===== src/hdl/nrmc_pkg.sv =====
// ---------------------------------------------------------------------------
// NMEA RMC parser package
// Character codes, field numbers, arithmetic constants and helpers.
// ---------------------------------------------------------------------------
package nrmc_pkg;

    // Default parameter values.
    localparam int MAX_SENTENCE_LEN_DEF = 128;
    localparam int MINUTE_DECIMALS_DEF  = 4;

    // Fixed field widths.
    localparam int POS_W     = 8;
    localparam int FLD_W     = 4;
    localparam int FD_W      = 3;
    localparam int TIME_W    = 18;
    localparam int LAT_INT_W = 14;
    localparam int LON_INT_W = 15;
    localparam int LAT_OUT_W = 30;
    localparam int LON_OUT_W = 31;

    // Saturation limits.
    localparam logic [17:0] TIME_MAX    = 18'd262143;
    localparam logic [17:0] LAT_INT_MAX = 18'd16383;
    localparam logic [17:0] LON_INT_MAX = 18'd32767;
    localparam logic [31:0] LAT_E7_MAX  = 32'd900000000;
    localparam logic [31:0] LON_E7_MAX  = 32'd1800000000;

    // ASCII codes.
    localparam logic [7:0] CH_DOLLAR  = 8'h24;
    localparam logic [7:0] CH_M       = 8'h4D;
    localparam logic [7:0] CH_C       = 8'h43;
    localparam logic [7:0] CH_NEWLINE = 8'h0A;
    localparam logic [7:0] CH_COMMA   = 8'h2C;
    localparam logic [7:0] CH_DOT     = 8'h2E;
    localparam logic [7:0] CH_A       = 8'h41;
    localparam logic [7:0] CH_S       = 8'h53;
    localparam logic [7:0] CH_W       = 8'h57;
    localparam logic [7:0] CH_ZERO    = 8'h30;
    localparam logic [7:0] CH_NINE    = 8'h39;

    // Header positions, counting the dollar sign as position zero.
    localparam logic [POS_W-1:0] HDR_M_POS = 8'd4;
    localparam logic [POS_W-1:0] HDR_C_POS = 8'd5;

    // Field numbers (commas seen so far).
    localparam logic [FLD_W-1:0] FLD_TIME   = 4'd1;
    localparam logic [FLD_W-1:0] FLD_STATUS = 4'd2;
    localparam logic [FLD_W-1:0] FLD_LAT    = 4'd3;
    localparam logic [FLD_W-1:0] FLD_NS     = 4'd4;
    localparam logic [FLD_W-1:0] FLD_LON    = 4'd5;
    localparam logic [FLD_W-1:0] FLD_EW     = 4'd6;
    localparam logic [FLD_W-1:0] FLD_DONE   = 4'd7;
    localparam logic [FLD_W-1:0] FLD_SAT    = 4'd15;

    // Flag bit positions.
    localparam int FLAG_FIX  = 0;
    localparam int FLAG_SOUTH = 1;
    localparam int FLAG_WEST = 2;

    // Division by 100 of a value below 2^15: (x * 5243) >> 19 is exact.
    localparam logic [12:0] DIV100_RECIP = 13'd5243;
    localparam int          DIV100_SHIFT = 19;

    // Division by 60 of a value below 10^9: (x * 1145324613) >> 36 is exact.
    localparam logic [30:0] DIV60_RECIP = 31'd1145324613;
    localparam int          DIV60_SHIFT = 36;
    localparam int          NUM_W       = 30;
    localparam int          Q60_W       = 24;

    localparam logic [23:0] E7_SCALE = 24'd10000000;
    localparam int          E7_DIGITS = 7;

    // Pipeline stage enables of the degree converter.
    typedef struct packed {
        logic s2;
        logic s3;
        logic s4;
        logic s5;
    } conv_en_t;

    // Ten to the power n, n at most eight.
    function automatic logic [31:0] pow10(input int unsigned n);
        logic [31:0] r;
        r = 32'd1;
        for (int k = 0; k < 8; k++)
        begin
            if (k < n)
            begin
                r = 32'(r * 32'd10);
            end
        end
        return r;
    endfunction

    // Append one decimal digit to an accumulator, saturating at lim.
    function automatic logic [17:0] sat_dec(input logic [17:0] acc, input logic [3:0] d,
                                            input logic [17:0] lim);
        logic [21:0] v;
        v = 22'(acc) * 22'd10 + 22'(d);
        return (v > 22'(lim)) ? lim : v[17:0];
    endfunction

endpackage


===== src/hdl/nmea_rmc_sentence_parser.sv =====
// ---------------------------------------------------------------------------
// NMEA RMC sentence parser
// Parses a byte stream of NMEA sentences and reports time and position.
// ---------------------------------------------------------------------------
// Usage: the input channel (in_valid, in_stall, rx_byte) takes one character
// per transfer. A dollar sign starts a sentence; only RMC sentences are
// decoded. The output channel (out_valid, out_stall and the result fields)
// gives one transfer per complete sentence, on its newline.
// Throughput: one character per cycle while in_stall is low. The parser
// updates its field state in the cycle a character is taken; no
// character waits for another. The capture register loads on the
// newline's transfer, then four converter stages and the output register
// follow. The converter pipeline collapses bubbles, so a stalled output
// only stops the input once every stage behind it holds a result, which
// needs several sentences to pile up.
// Reset: rst_n clears the parser state and empties the pipeline; bytes
// before the first dollar sign are ignored.
// ---------------------------------------------------------------------------
module nmea_rmc_sentence_parser
    import nrmc_pkg::*;
#(
    parameter int MAX_SENTENCE_LEN = MAX_SENTENCE_LEN_DEF,
    parameter int MINUTE_DECIMALS  = MINUTE_DECIMALS_DEF
)
(
    input  logic                  clk,
    input  logic                  rst_n,
    input  logic                  in_valid,
    output logic                  in_stall,
    input  logic [7:0]            rx_byte,
    output logic                  out_valid,
    input  logic                  out_stall,
    output logic [TIME_W-1:0]     utc_hhmmss,
    output logic                  fix_valid,
    output logic [LAT_OUT_W-1:0]  latitude_e7,
    output logic                  south,
    output logic [LON_OUT_W-1:0]  longitude_e7,
    output logic                  west
);

    localparam int FRAC_W = $clog2(pow10(MINUTE_DECIMALS));

    typedef struct packed {
        logic [TIME_W-1:0] utc;
        logic [2:0]        flags;
    } side_t;

    // Parser state.
    logic [POS_W-1:0]     pos_reg, pos_next;
    logic [FLD_W-1:0]     fld_reg, fld_next;
    logic                 active_reg, active_next;
    logic                 header_reg, header_next;
    logic                 in_frac_reg, in_frac_next;
    logic [FD_W-1:0]      fd_reg, fd_next;
    logic [TIME_W-1:0]    time_reg, time_next;
    logic [LAT_INT_W-1:0] lat_int_reg, lat_int_next;
    logic [FRAC_W-1:0]    lat_frac_reg, lat_frac_next;
    logic [LON_INT_W-1:0] lon_int_reg, lon_int_next;
    logic [FRAC_W-1:0]    lon_frac_reg, lon_frac_next;
    logic [2:0]           flags_reg, flags_next;

    // Capture stage and pipeline control.
    logic [LAT_INT_W-1:0] cap_lat_int_reg;
    logic [FRAC_W-1:0]    cap_lat_frac_reg;
    logic [LON_INT_W-1:0] cap_lon_int_reg;
    logic [FRAC_W-1:0]    cap_lon_frac_reg;
    side_t                side_reg [1:5];
    logic [5:1]           vld_reg, vld_next;
    logic [5:1]           rdy;
    logic                 out_ready;
    logic                 out_valid_reg;
    conv_en_t             conv_en;

    // Output registers.
    logic [TIME_W-1:0]    utc_reg;
    logic                 fix_reg;
    logic [LAT_OUT_W-1:0] lat_e7_reg;
    logic                 south_reg;
    logic [LON_OUT_W-1:0] lon_e7_reg;
    logic                 west_reg;
    logic [LAT_OUT_W-1:0] lat_e7;
    logic [LON_OUT_W-1:0] lon_e7;

    // Decode of the current character.
    logic                 accept;
    logic                 emit;
    logic                 is_digit;
    logic [3:0]           digit;
    logic [7:0]           digit_full;
    logic [FD_W-1:0]      pad_exp;
    logic [31:0]          lat_pad;
    logic [31:0]          lon_pad;
    logic [FRAC_W+3:0]    lat_frac_dig;
    logic [FRAC_W+3:0]    lon_frac_dig;

    assign digit_full = rx_byte - CH_ZERO;
    assign digit      = digit_full[3:0];
    assign is_digit   = (rx_byte >= CH_ZERO) && (rx_byte <= CH_NINE);

    // Pad missing minute decimals with zeros when the field closes.
    assign pad_exp = (fd_reg < FD_W'(MINUTE_DECIMALS)) ? (FD_W'(MINUTE_DECIMALS) - fd_reg)
                                                      : '0;
    assign lat_pad = 32'(lat_frac_reg) * pow10(32'(pad_exp));
    assign lon_pad = 32'(lon_frac_reg) * pow10(32'(pad_exp));

    assign lat_frac_dig = (FRAC_W+4)'(lat_frac_reg) * (FRAC_W+4)'(10) + (FRAC_W+4)'(digit);
    assign lon_frac_dig = (FRAC_W+4)'(lon_frac_reg) * (FRAC_W+4)'(10) + (FRAC_W+4)'(digit);

    // Ready chain of the result pipeline; an empty stage always takes data.
    always_comb
    begin
        out_ready = !out_valid_reg || !out_stall;
        rdy[5]    = !vld_reg[5] || out_ready;
        for (int i = 4; i >= 1; i--)
        begin
            rdy[i] = !vld_reg[i] || rdy[i+1];
        end
    end

    assign in_stall = vld_reg[1] && !rdy[2];
    assign accept   = in_valid && !in_stall;

    assign conv_en.s2 = rdy[2];
    assign conv_en.s3 = rdy[3];
    assign conv_en.s4 = rdy[4];
    assign conv_en.s5 = rdy[5];

    // Per-character sentence parser.
    always_comb
    begin
        pos_next      = pos_reg;
        fld_next      = fld_reg;
        active_next   = active_reg;
        header_next   = header_reg;
        in_frac_next  = in_frac_reg;
        fd_next       = fd_reg;
        time_next     = time_reg;
        lat_int_next  = lat_int_reg;
        lat_frac_next = lat_frac_reg;
        lon_int_next  = lon_int_reg;
        lon_frac_next = lon_frac_reg;
        flags_next    = flags_reg;
        emit          = 1'b0;

        if (accept)
        begin
            if (rx_byte == CH_DOLLAR)
            begin
                pos_next      = POS_W'(1);
                fld_next      = '0;
                active_next   = 1'b1;
                header_next   = 1'b0;
                in_frac_next  = 1'b0;
                fd_next       = '0;
                time_next     = '0;
                lat_int_next  = '0;
                lat_frac_next = '0;
                lon_int_next  = '0;
                lon_frac_next = '0;
                flags_next    = '0;
            end
            else if (!active_reg)
            begin
                active_next = 1'b0;
            end
            else if (pos_reg >= POS_W'(MAX_SENTENCE_LEN))
            begin
                active_next = 1'b0;
            end
            else
            begin
                pos_next = pos_reg + POS_W'(1);
                if (!header_reg)
                begin
                    // Talker and sentence type; only the M and C of RMC are checked.
                    if ((rx_byte == CH_NEWLINE) ||
                        ((pos_reg == HDR_M_POS) && (rx_byte != CH_M)) ||
                        ((pos_reg == HDR_C_POS) && (rx_byte != CH_C)))
                    begin
                        active_next = 1'b0;
                    end
                    else if (pos_reg == HDR_C_POS)
                    begin
                        header_next = 1'b1;
                    end
                end
                else if (rx_byte == CH_NEWLINE)
                begin
                    active_next = 1'b0;
                    emit        = (fld_reg >= FLD_DONE);
                end
                else if (rx_byte == CH_COMMA)
                begin
                    if (fld_reg == FLD_LAT)
                    begin
                        lat_frac_next = lat_pad[FRAC_W-1:0];
                    end
                    else if (fld_reg == FLD_LON)
                    begin
                        lon_frac_next = lon_pad[FRAC_W-1:0];
                    end
                    if (fld_reg != FLD_SAT)
                    begin
                        fld_next = fld_reg + FLD_W'(1);
                    end
                    in_frac_next = 1'b0;
                    fd_next      = '0;
                end
                else
                begin
                    unique case (fld_reg)
                        FLD_TIME:
                        begin
                            if (rx_byte == CH_DOT)
                            begin
                                in_frac_next = 1'b1;
                            end
                            else if (is_digit && !in_frac_reg)
                            begin
                                time_next = sat_dec(time_reg, digit, TIME_MAX);
                            end
                        end
                        FLD_STATUS, FLD_NS, FLD_EW:
                        begin
                            // Only the first character of a flag field counts.
                            if (fd_reg == '0)
                            begin
                                if ((fld_reg == FLD_STATUS) && (rx_byte == CH_A))
                                begin
                                    flags_next[FLAG_FIX] = 1'b1;
                                end
                                if ((fld_reg == FLD_NS) && (rx_byte == CH_S))
                                begin
                                    flags_next[FLAG_SOUTH] = 1'b1;
                                end
                                if ((fld_reg == FLD_EW) && (rx_byte == CH_W))
                                begin
                                    flags_next[FLAG_WEST] = 1'b1;
                                end
                                fd_next = FD_W'(1);
                            end
                        end
                        FLD_LAT, FLD_LON:
                        begin
                            if (rx_byte == CH_DOT)
                            begin
                                in_frac_next = 1'b1;
                            end
                            else if (is_digit)
                            begin
                                if (in_frac_reg)
                                begin
                                    if (fd_reg < FD_W'(MINUTE_DECIMALS))
                                    begin
                                        if (fld_reg == FLD_LAT)
                                        begin
                                            lat_frac_next = lat_frac_dig[FRAC_W-1:0];
                                        end
                                        else
                                        begin
                                            lon_frac_next = lon_frac_dig[FRAC_W-1:0];
                                        end
                                        fd_next = fd_reg + FD_W'(1);
                                    end
                                end
                                else if (fld_reg == FLD_LAT)
                                begin
                                    lat_int_next = LAT_INT_W'(sat_dec(18'(lat_int_reg), digit,
                                                                      LAT_INT_MAX));
                                end
                                else
                                begin
                                    lon_int_next = LON_INT_W'(sat_dec(18'(lon_int_reg), digit,
                                                                      LON_INT_MAX));
                                end
                            end
                        end
                        default:
                        begin
                            in_frac_next = in_frac_reg;
                        end
                    endcase
                end
            end
        end
    end

    // Valid bits of the capture stage and the converter stages.
    always_comb
    begin
        vld_next = vld_reg;
        if (emit)
        begin
            vld_next[1] = 1'b1;
        end
        else if (rdy[2])
        begin
            vld_next[1] = 1'b0;
        end
        for (int i = 2; i <= 5; i++)
        begin
            if (rdy[i])
            begin
                vld_next[i] = vld_reg[i-1];
            end
        end
    end

    // Control and parser state registers.
    always_ff @(posedge clk or negedge rst_n)
    begin
        if (!rst_n)
        begin
            pos_reg       <= '0;
            fld_reg       <= '0;
            active_reg    <= 1'b0;
            header_reg    <= 1'b0;
            in_frac_reg   <= 1'b0;
            fd_reg        <= '0;
            time_reg      <= '0;
            lat_int_reg   <= '0;
            lat_frac_reg  <= '0;
            lon_int_reg   <= '0;
            lon_frac_reg  <= '0;
            flags_reg     <= '0;
            vld_reg       <= '0;
            out_valid_reg <= 1'b0;
        end
        else
        begin
            pos_reg      <= pos_next;
            fld_reg      <= fld_next;
            active_reg   <= active_next;
            header_reg   <= header_next;
            in_frac_reg  <= in_frac_next;
            fd_reg       <= fd_next;
            time_reg     <= time_next;
            lat_int_reg  <= lat_int_next;
            lat_frac_reg <= lat_frac_next;
            lon_int_reg  <= lon_int_next;
            lon_frac_reg <= lon_frac_next;
            flags_reg    <= flags_next;
            vld_reg      <= vld_next;
            if (out_ready)
            begin
                out_valid_reg <= vld_reg[5];
            end
        end
    end

    // Capture of a finished sentence and the delay line for time and flags.
    always_ff @(posedge clk)
    begin
        if (emit)
        begin
            cap_lat_int_reg    <= lat_int_reg;
            cap_lat_frac_reg   <= lat_frac_reg;
            cap_lon_int_reg    <= lon_int_reg;
            cap_lon_frac_reg   <= lon_frac_reg;
            side_reg[1].utc    <= time_reg;
            side_reg[1].flags  <= flags_reg;
        end
        for (int i = 2; i <= 5; i++)
        begin
            if (rdy[i])
            begin
                side_reg[i] <= side_reg[i-1];
            end
        end
    end

    // Latitude and longitude converters.
    nrmc_deg_conv #(
        .INT_W           (LAT_INT_W),
        .OUT_W           (LAT_OUT_W),
        .MINUTE_DECIMALS (MINUTE_DECIMALS),
        .E7_MAX          (LAT_E7_MAX)
    ) u_lat_conv (
        .clk   (clk),
        .en    (conv_en),
        .ipart (cap_lat_int_reg),
        .frac  (cap_lat_frac_reg),
        .e7    (lat_e7)
    );

    nrmc_deg_conv #(
        .INT_W           (LON_INT_W),
        .OUT_W           (LON_OUT_W),
        .MINUTE_DECIMALS (MINUTE_DECIMALS),
        .E7_MAX          (LON_E7_MAX)
    ) u_lon_conv (
        .clk   (clk),
        .en    (conv_en),
        .ipart (cap_lon_int_reg),
        .frac  (cap_lon_frac_reg),
        .e7    (lon_e7)
    );

    // Output register; holds while the receiver stalls.
    always_ff @(posedge clk)
    begin
        if (out_ready)
        begin
            utc_reg    <= side_reg[5].utc;
            fix_reg    <= side_reg[5].flags[FLAG_FIX];
            south_reg  <= side_reg[5].flags[FLAG_SOUTH];
            west_reg   <= side_reg[5].flags[FLAG_WEST];
            lat_e7_reg <= lat_e7;
            lon_e7_reg <= lon_e7;
        end
    end

    assign out_valid    = out_valid_reg;
    assign utc_hhmmss   = utc_reg;
    assign fix_valid    = fix_reg;
    assign latitude_e7  = lat_e7_reg;
    assign south        = south_reg;
    assign longitude_e7 = lon_e7_reg;
    assign west         = west_reg;

endmodule


===== src/hdl/nrmc_deg_conv.sv =====
// ---------------------------------------------------------------------------
// NMEA RMC degree converter
// Turns ddmm / dddmm plus minute decimals into 1e-7 degree, in four stages.
// ---------------------------------------------------------------------------
module nrmc_deg_conv
    import nrmc_pkg::*;
#(
    parameter int          INT_W           = LAT_INT_W,
    parameter int          OUT_W           = LAT_OUT_W,
    parameter int          MINUTE_DECIMALS = MINUTE_DECIMALS_DEF,
    parameter logic [31:0] E7_MAX          = LAT_E7_MAX
)
(
    input  logic                                            clk,
    input  conv_en_t                                        en,
    input  logic [INT_W-1:0]                                ipart,
    input  logic [$clog2(pow10(MINUTE_DECIMALS))-1:0]       frac,
    output logic [OUT_W-1:0]                                e7
);

    localparam int          FRAC_W    = $clog2(pow10(MINUTE_DECIMALS));
    localparam int          M_W       = $clog2(100 * pow10(MINUTE_DECIMALS));
    localparam int          DEG_W     = INT_W - 6;
    localparam int          DEGE7_W   = DEG_W + 24;
    localparam logic [31:0] MIN_SCALE = pow10(MINUTE_DECIMALS);
    localparam logic [31:0] NUM_SCALE = pow10(E7_DIGITS - MINUTE_DECIMALS);

    logic [INT_W+12:0]   prod100;
    logic [INT_W-1:0]    s2_int_reg;
    logic [DEG_W-1:0]    s2_deg_reg;
    logic [FRAC_W-1:0]   s2_frac_reg;
    logic [INT_W-1:0]    rem100;
    logic [31:0]         m_full;
    logic [DEG_W-1:0]    s3_deg_reg;
    logic [M_W-1:0]      s3_m_reg;
    logic [31:0]         num_full;
    logic [NUM_W-1:0]    s4_num_reg;
    logic [DEGE7_W-1:0]  s4_dege7_reg;
    logic [NUM_W+30:0]   prod60;
    logic [Q60_W-1:0]    s5_q60_reg;
    logic [DEGE7_W-1:0]  s5_dege7_reg;
    logic [DEGE7_W:0]    sum;

    // Stage 2: whole degrees by reciprocal multiplication.
    assign prod100 = (INT_W+13)'(ipart) * (INT_W+13)'(DIV100_RECIP);

    always_ff @(posedge clk)
    begin
        if (en.s2)
        begin
            s2_int_reg  <= ipart;
            s2_deg_reg  <= prod100[DIV100_SHIFT +: DEG_W];
            s2_frac_reg <= frac;
        end
    end

    // Stage 3: total minutes scaled by the decimal count.
    assign rem100 = s2_int_reg - INT_W'(s2_deg_reg) * INT_W'(7'd100);
    assign m_full = 32'(rem100[6:0]) * MIN_SCALE + 32'(s2_frac_reg);

    always_ff @(posedge clk)
    begin
        if (en.s3)
        begin
            s3_deg_reg <= s2_deg_reg;
            s3_m_reg   <= m_full[M_W-1:0];
        end
    end

    // Stage 4: minutes to 1e-7 units before the divide by 60, and degrees times 1e7.
    assign num_full = 32'(s3_m_reg) * NUM_SCALE;

    always_ff @(posedge clk)
    begin
        if (en.s4)
        begin
            s4_num_reg   <= num_full[NUM_W-1:0];
            s4_dege7_reg <= DEGE7_W'(s3_deg_reg) * DEGE7_W'(E7_SCALE);
        end
    end

    // Stage 5: divide by 60 through the reciprocal.
    assign prod60 = (NUM_W+31)'(s4_num_reg) * (NUM_W+31)'(DIV60_RECIP);

    always_ff @(posedge clk)
    begin
        if (en.s5)
        begin
            s5_q60_reg   <= prod60[DIV60_SHIFT +: Q60_W];
            s5_dege7_reg <= s4_dege7_reg;
        end
    end

    // Final sum and saturation, registered by the caller.
    assign sum = (DEGE7_W+1)'(s5_dege7_reg) + (DEGE7_W+1)'(s5_q60_reg);
    assign e7  = (sum > (DEGE7_W+1)'(E7_MAX)) ? OUT_W'(E7_MAX) : OUT_W'(sum);

endmodule


===== config.mk =====
export PLATFORM = sky130hd
export DESIGN_NAME = nmea_rmc_sentence_parser
export DESIGN_NICKNAME = d
export VERILOG_FILES = /design/src/hdl/nrmc_pkg.sv /design/src/hdl/nmea_rmc_sentence_parser.sv /design/src/hdl/nrmc_deg_conv.sv
export SDC_FILE = /design/constraint.sdc
export NUM_CORES = 2
export LEC_CHECK = 0
export BUFFER_PORTS_ARGS = -buffer_cell sky130_fd_sc_hd__buf_4
export CAP_MARGIN = 30
export CORE_UTILIZATION = 53
export DETAILED_ROUTE_END_ITERATION = 7
export GPL_TIMING_DRIVEN = 1
export PLACE_DENSITY = 0.67
export SETUP_SLACK_MARGIN = 0.2
export SLEW_MARGIN = 10
export SYNTH_ARGS = -nofsm -noshare
export SYNTH_HDL_FRONTEND = slang
export SYNTH_SLANG_ARGS = --single-unit

===== constraint.sdc =====
create_clock -name clk -period 30.6 [get_ports clk]
set_input_delay 6.12 -clock clk [delete_from_list [all_inputs] [get_ports clk]]
set_output_delay 6.12 -clock clk [all_outputs]
set_load 0.01 [all_outputs]

==> results.toml <==
[die]
die_area_sq_mm = 0.131
boundaryPins = 96
coreArea_sq_mm = 0.128
start_util = 0.536
num_rows = 131
fp.dieW_um = 362
die_h_um = 362

[synth]
netlist.area_leader.share = 0.247
yosysMostFrequentCell = "ha_1"
yosysSeqAreaShare = 0.284
yosysUniqueCellTypes = 101
synthTopCellsByArea = "edfxtp_1 25%, ha_1 23%, fa_1 20%"
synth_cells = 6193
synth_ff_type = "edfxtp_1"
ys.warnings.count = 0
synthTopCellsByCount = "1255 x ha_1, 1045 x inv_1, 683 x fa_1"
synth_top_area_cell = "edfxtp_1"
ys_seq_elements = 666
avgSynthCellArea_sq_um = 11.1
async_flop_share = 0.153
synth-edff-count = 564
syn_area_sq_mm = 0.0687

[route]
vias = 43400
drc = 0
routed_wl_mm = 135
via_per_inst = 5.36
wl_per_cell_um = 16.6
first_pass_iters = 5
drt_iter0_drc = 2053
postRouteAntennaNets = 0

[finish]
fillers = 10700
multi_input_area_sq_mm = 0.0449
nets = 8259
utilization = 0.578
area_delta_synth_final_pct = 7.71
diodes = 0
regArea_sq_mm = 0.0195
largest_reg_flops = 105
fin_area_sq_mm = 0.0740
drive_above_1_share = 0.0542

[critical_path]
cp.arrival_ps = 7260
crit_type = "in -> out"
slowest_stage = "and3_1"
cp-start-kind = "primary input"
path_cells = "buf_4 > and3_1 > and3_1 > nand3_1 > inv_1 > buf_4"
cpPeakStageDelay_ps = 330
path_max_fanout = 4
required_ps = 24480
end_kind = "output port"

[power_and_ir_drop]
ir_worst_vdd_uv = 41.2
p_leak_nw = 37.6
powerDensity_mw_per_mm2 = 25.7

[place]
hpwl_mm = 109
dpl_cell_area_sq_mm = 0.0714
io_buffers = 95
gp_congestion = 0.873

[global_routing]
grt.total_usage = 0.212
grt_pass1_vias = 45200
grt-ovfl-total = 0
antenna_found_initial = 0
grt_max_degree = 71
grt_pass1_wl_mm = 227

[clock_network]
hold_buffers = 0
root_buffer = "clkbuf_16"
clk_path_buf_depth = 3
cts_tree = "built"
path_clk_slew_ps = 60
clock-sinks = 666
cts-buffers-inserted = 75
clock_latency_ps = 680
ctsResizeCount = 0
postCtsSetupBuffers = 0
h-tree-depth = 3

[timing]
fin_crit_sh = 0.437
fin_worst_skew_ps = 26.6
finalSetupViolCount = 0
fmax_mhz = 74.7
fin_tns_setup_ps = 0
slew_viol_final = 0
finalHoldViolCount = 0
min_period_ps = 13380
worst_slew_pin_slew_ps = 1090
hold_ws_ps = 412
rsz0062_at_grt = "no"
relSlewSlack = 0.265

[hold_path]
hold_path.class = "reg -> reg"

[flow_run]
cap_violations = 0

[run_status]
status = "completed"
-- cells by family (layout without fill, tap and decap cells) --
| group | after synthesis | count (layout) | share of synthesized area |
|---|---|---|---|
| simple gates | 1151 | 1151 | 0.0844 |
| xor+xnor | 395 | 395 | 0.0514 |
| mux | 8 | 8 | 0.00117 |
| buf+inv | 1132 | 1308 | 0.0627 |
| compound gates | 901 | 901 | 0.0887 |
| fa+ha+maj | 1938 | 1938 | 0.428 |
| other cells | 2 | 4 | 0.000109 |
| flops | 666 | 666 | 0.284 |
-- metal layers --
layer / routed length (um) / part of all wire / GRT usage / up-vias
li1: - / - / - / 21400
met4: 2820 / 0.021 / 0.0539 / 0
met3: 4090 / 0.030 / 0.0203 / 150
met2: 64000 / 0.48 / 0.359 / 629
met1: 63700 / 0.47 / 0.293 / 21200
met5: 0 / 0 / 0 / -
-- final timing paths --
path                                        startpoint                           to  slack [ps]  depth (start not counted)
max in group asynchronous                        rst_n                   vld_reg[3]       23900                          2
hold / removal             u_lat_conv.s4_dege7_reg[23]  u_lat_conv.s5_dege7_reg[23]         410                          0
setup reg to reg                             fd_reg[1]             lat_frac_reg[13]       18740                         43
setup / recovery                             out_stall                     in_stall       17220                          6
hold reg to reg            u_lat_conv.s4_dege7_reg[23]  u_lat_conv.s5_dege7_reg[23]         410                          0
min in group asynchronous                        rst_n              lat_frac_reg[3]        5550                          1
-- per-stage QoR --
stage / total power [mW] / setup WS (ps) / std cells
floorplan: 1.00 / 15130 / 6195
global placement: 1.01 / 17220 / 7955
global route: 1.97 / 17100 / 8100
detailed placement: 1.01 / 17210 / 7958
CTS: 1.93 / 17190 / 8097
finish: 1.90 / 17220 / 8100
-- layout make-up --
class	count	share of cell area
multi-input cells	4397	0.607
flip-flops and latches	666	0.263
clock inverters	50	0.00731
inverters	1046	0.0531
clock buffers	89	0.0265
well taps	1729	0.0292
repair buffers	123	0.0129
-- worst max-delay path, delay by kind of cell --
family                 cells  cell delay, ps
buffers and inverters      3             360
AND/OR/NAND/NOR            3             780
-- cell usage in the layout (no fill, tap or decap), types with 11 or more instances in the layout --
cell type / Yosys / routed
ha_1: 1255 / 1255
inv_1: 1045 / 1043
fa_1: 683 / 683
edfxtp_1: 564 / 564
nand2_1: 287 / 284
xnor2_1: 263 / 263
nor2_1: 247 / 247
a21oi_1: 239 / 237
o21ai_0: 175 / 174
and2_1: 139 / 139
xor2_1: 127 / 127
buf_4: 3 / 117
dfrtp_1: 102 / 102
a21o_1: 96 / 96
nand3_1: 87 / 87
nor3_1: 78 / 78
clkbuf_16: 0 / 75
nor2b_1: 61 / 61
o21a_1: 53 / 53
and3_1: 45 / 45
a31oi_1: 43 / 43
nand2b_1: 40 / 40
nand4_1: 36 / 36
o211ai_1: 32 / 32
o221a_2: 32 / 32
or2_2: 29 / 29
o21bai_1: 24 / 24
or3_1: 23 / 23
a211oi_1: 22 / 22
a21boi_0: 19 / 19
nor3b_1: 16 / 16
nor4_1: 15 / 15
clkinv_2: 0 / 15
o2111ai_1: 14 / 14
o31ai_1: 13 / 13
clkinv_1: 0 / 12
a211o_1: 11 / 11
clkbuf_1: 61 / 11
-- power breakdown --
| part | switching [mW] | leakage (nW) | internal (mW) | total [mW] |
|---|---|---|---|---|
| Combinational | 0.0115 | 28.8 | 0.00623 | 0.0178 |
| Clock | 0.380 | 1.20 | 0.531 | 0.910 |
| Sequential | 0.00225 | 7.56 | 0.973 | 0.976 |
| Total | 0.394 | 37.6 | 1.51 | 1.90 |
Power figures use the tool's default switching activity.
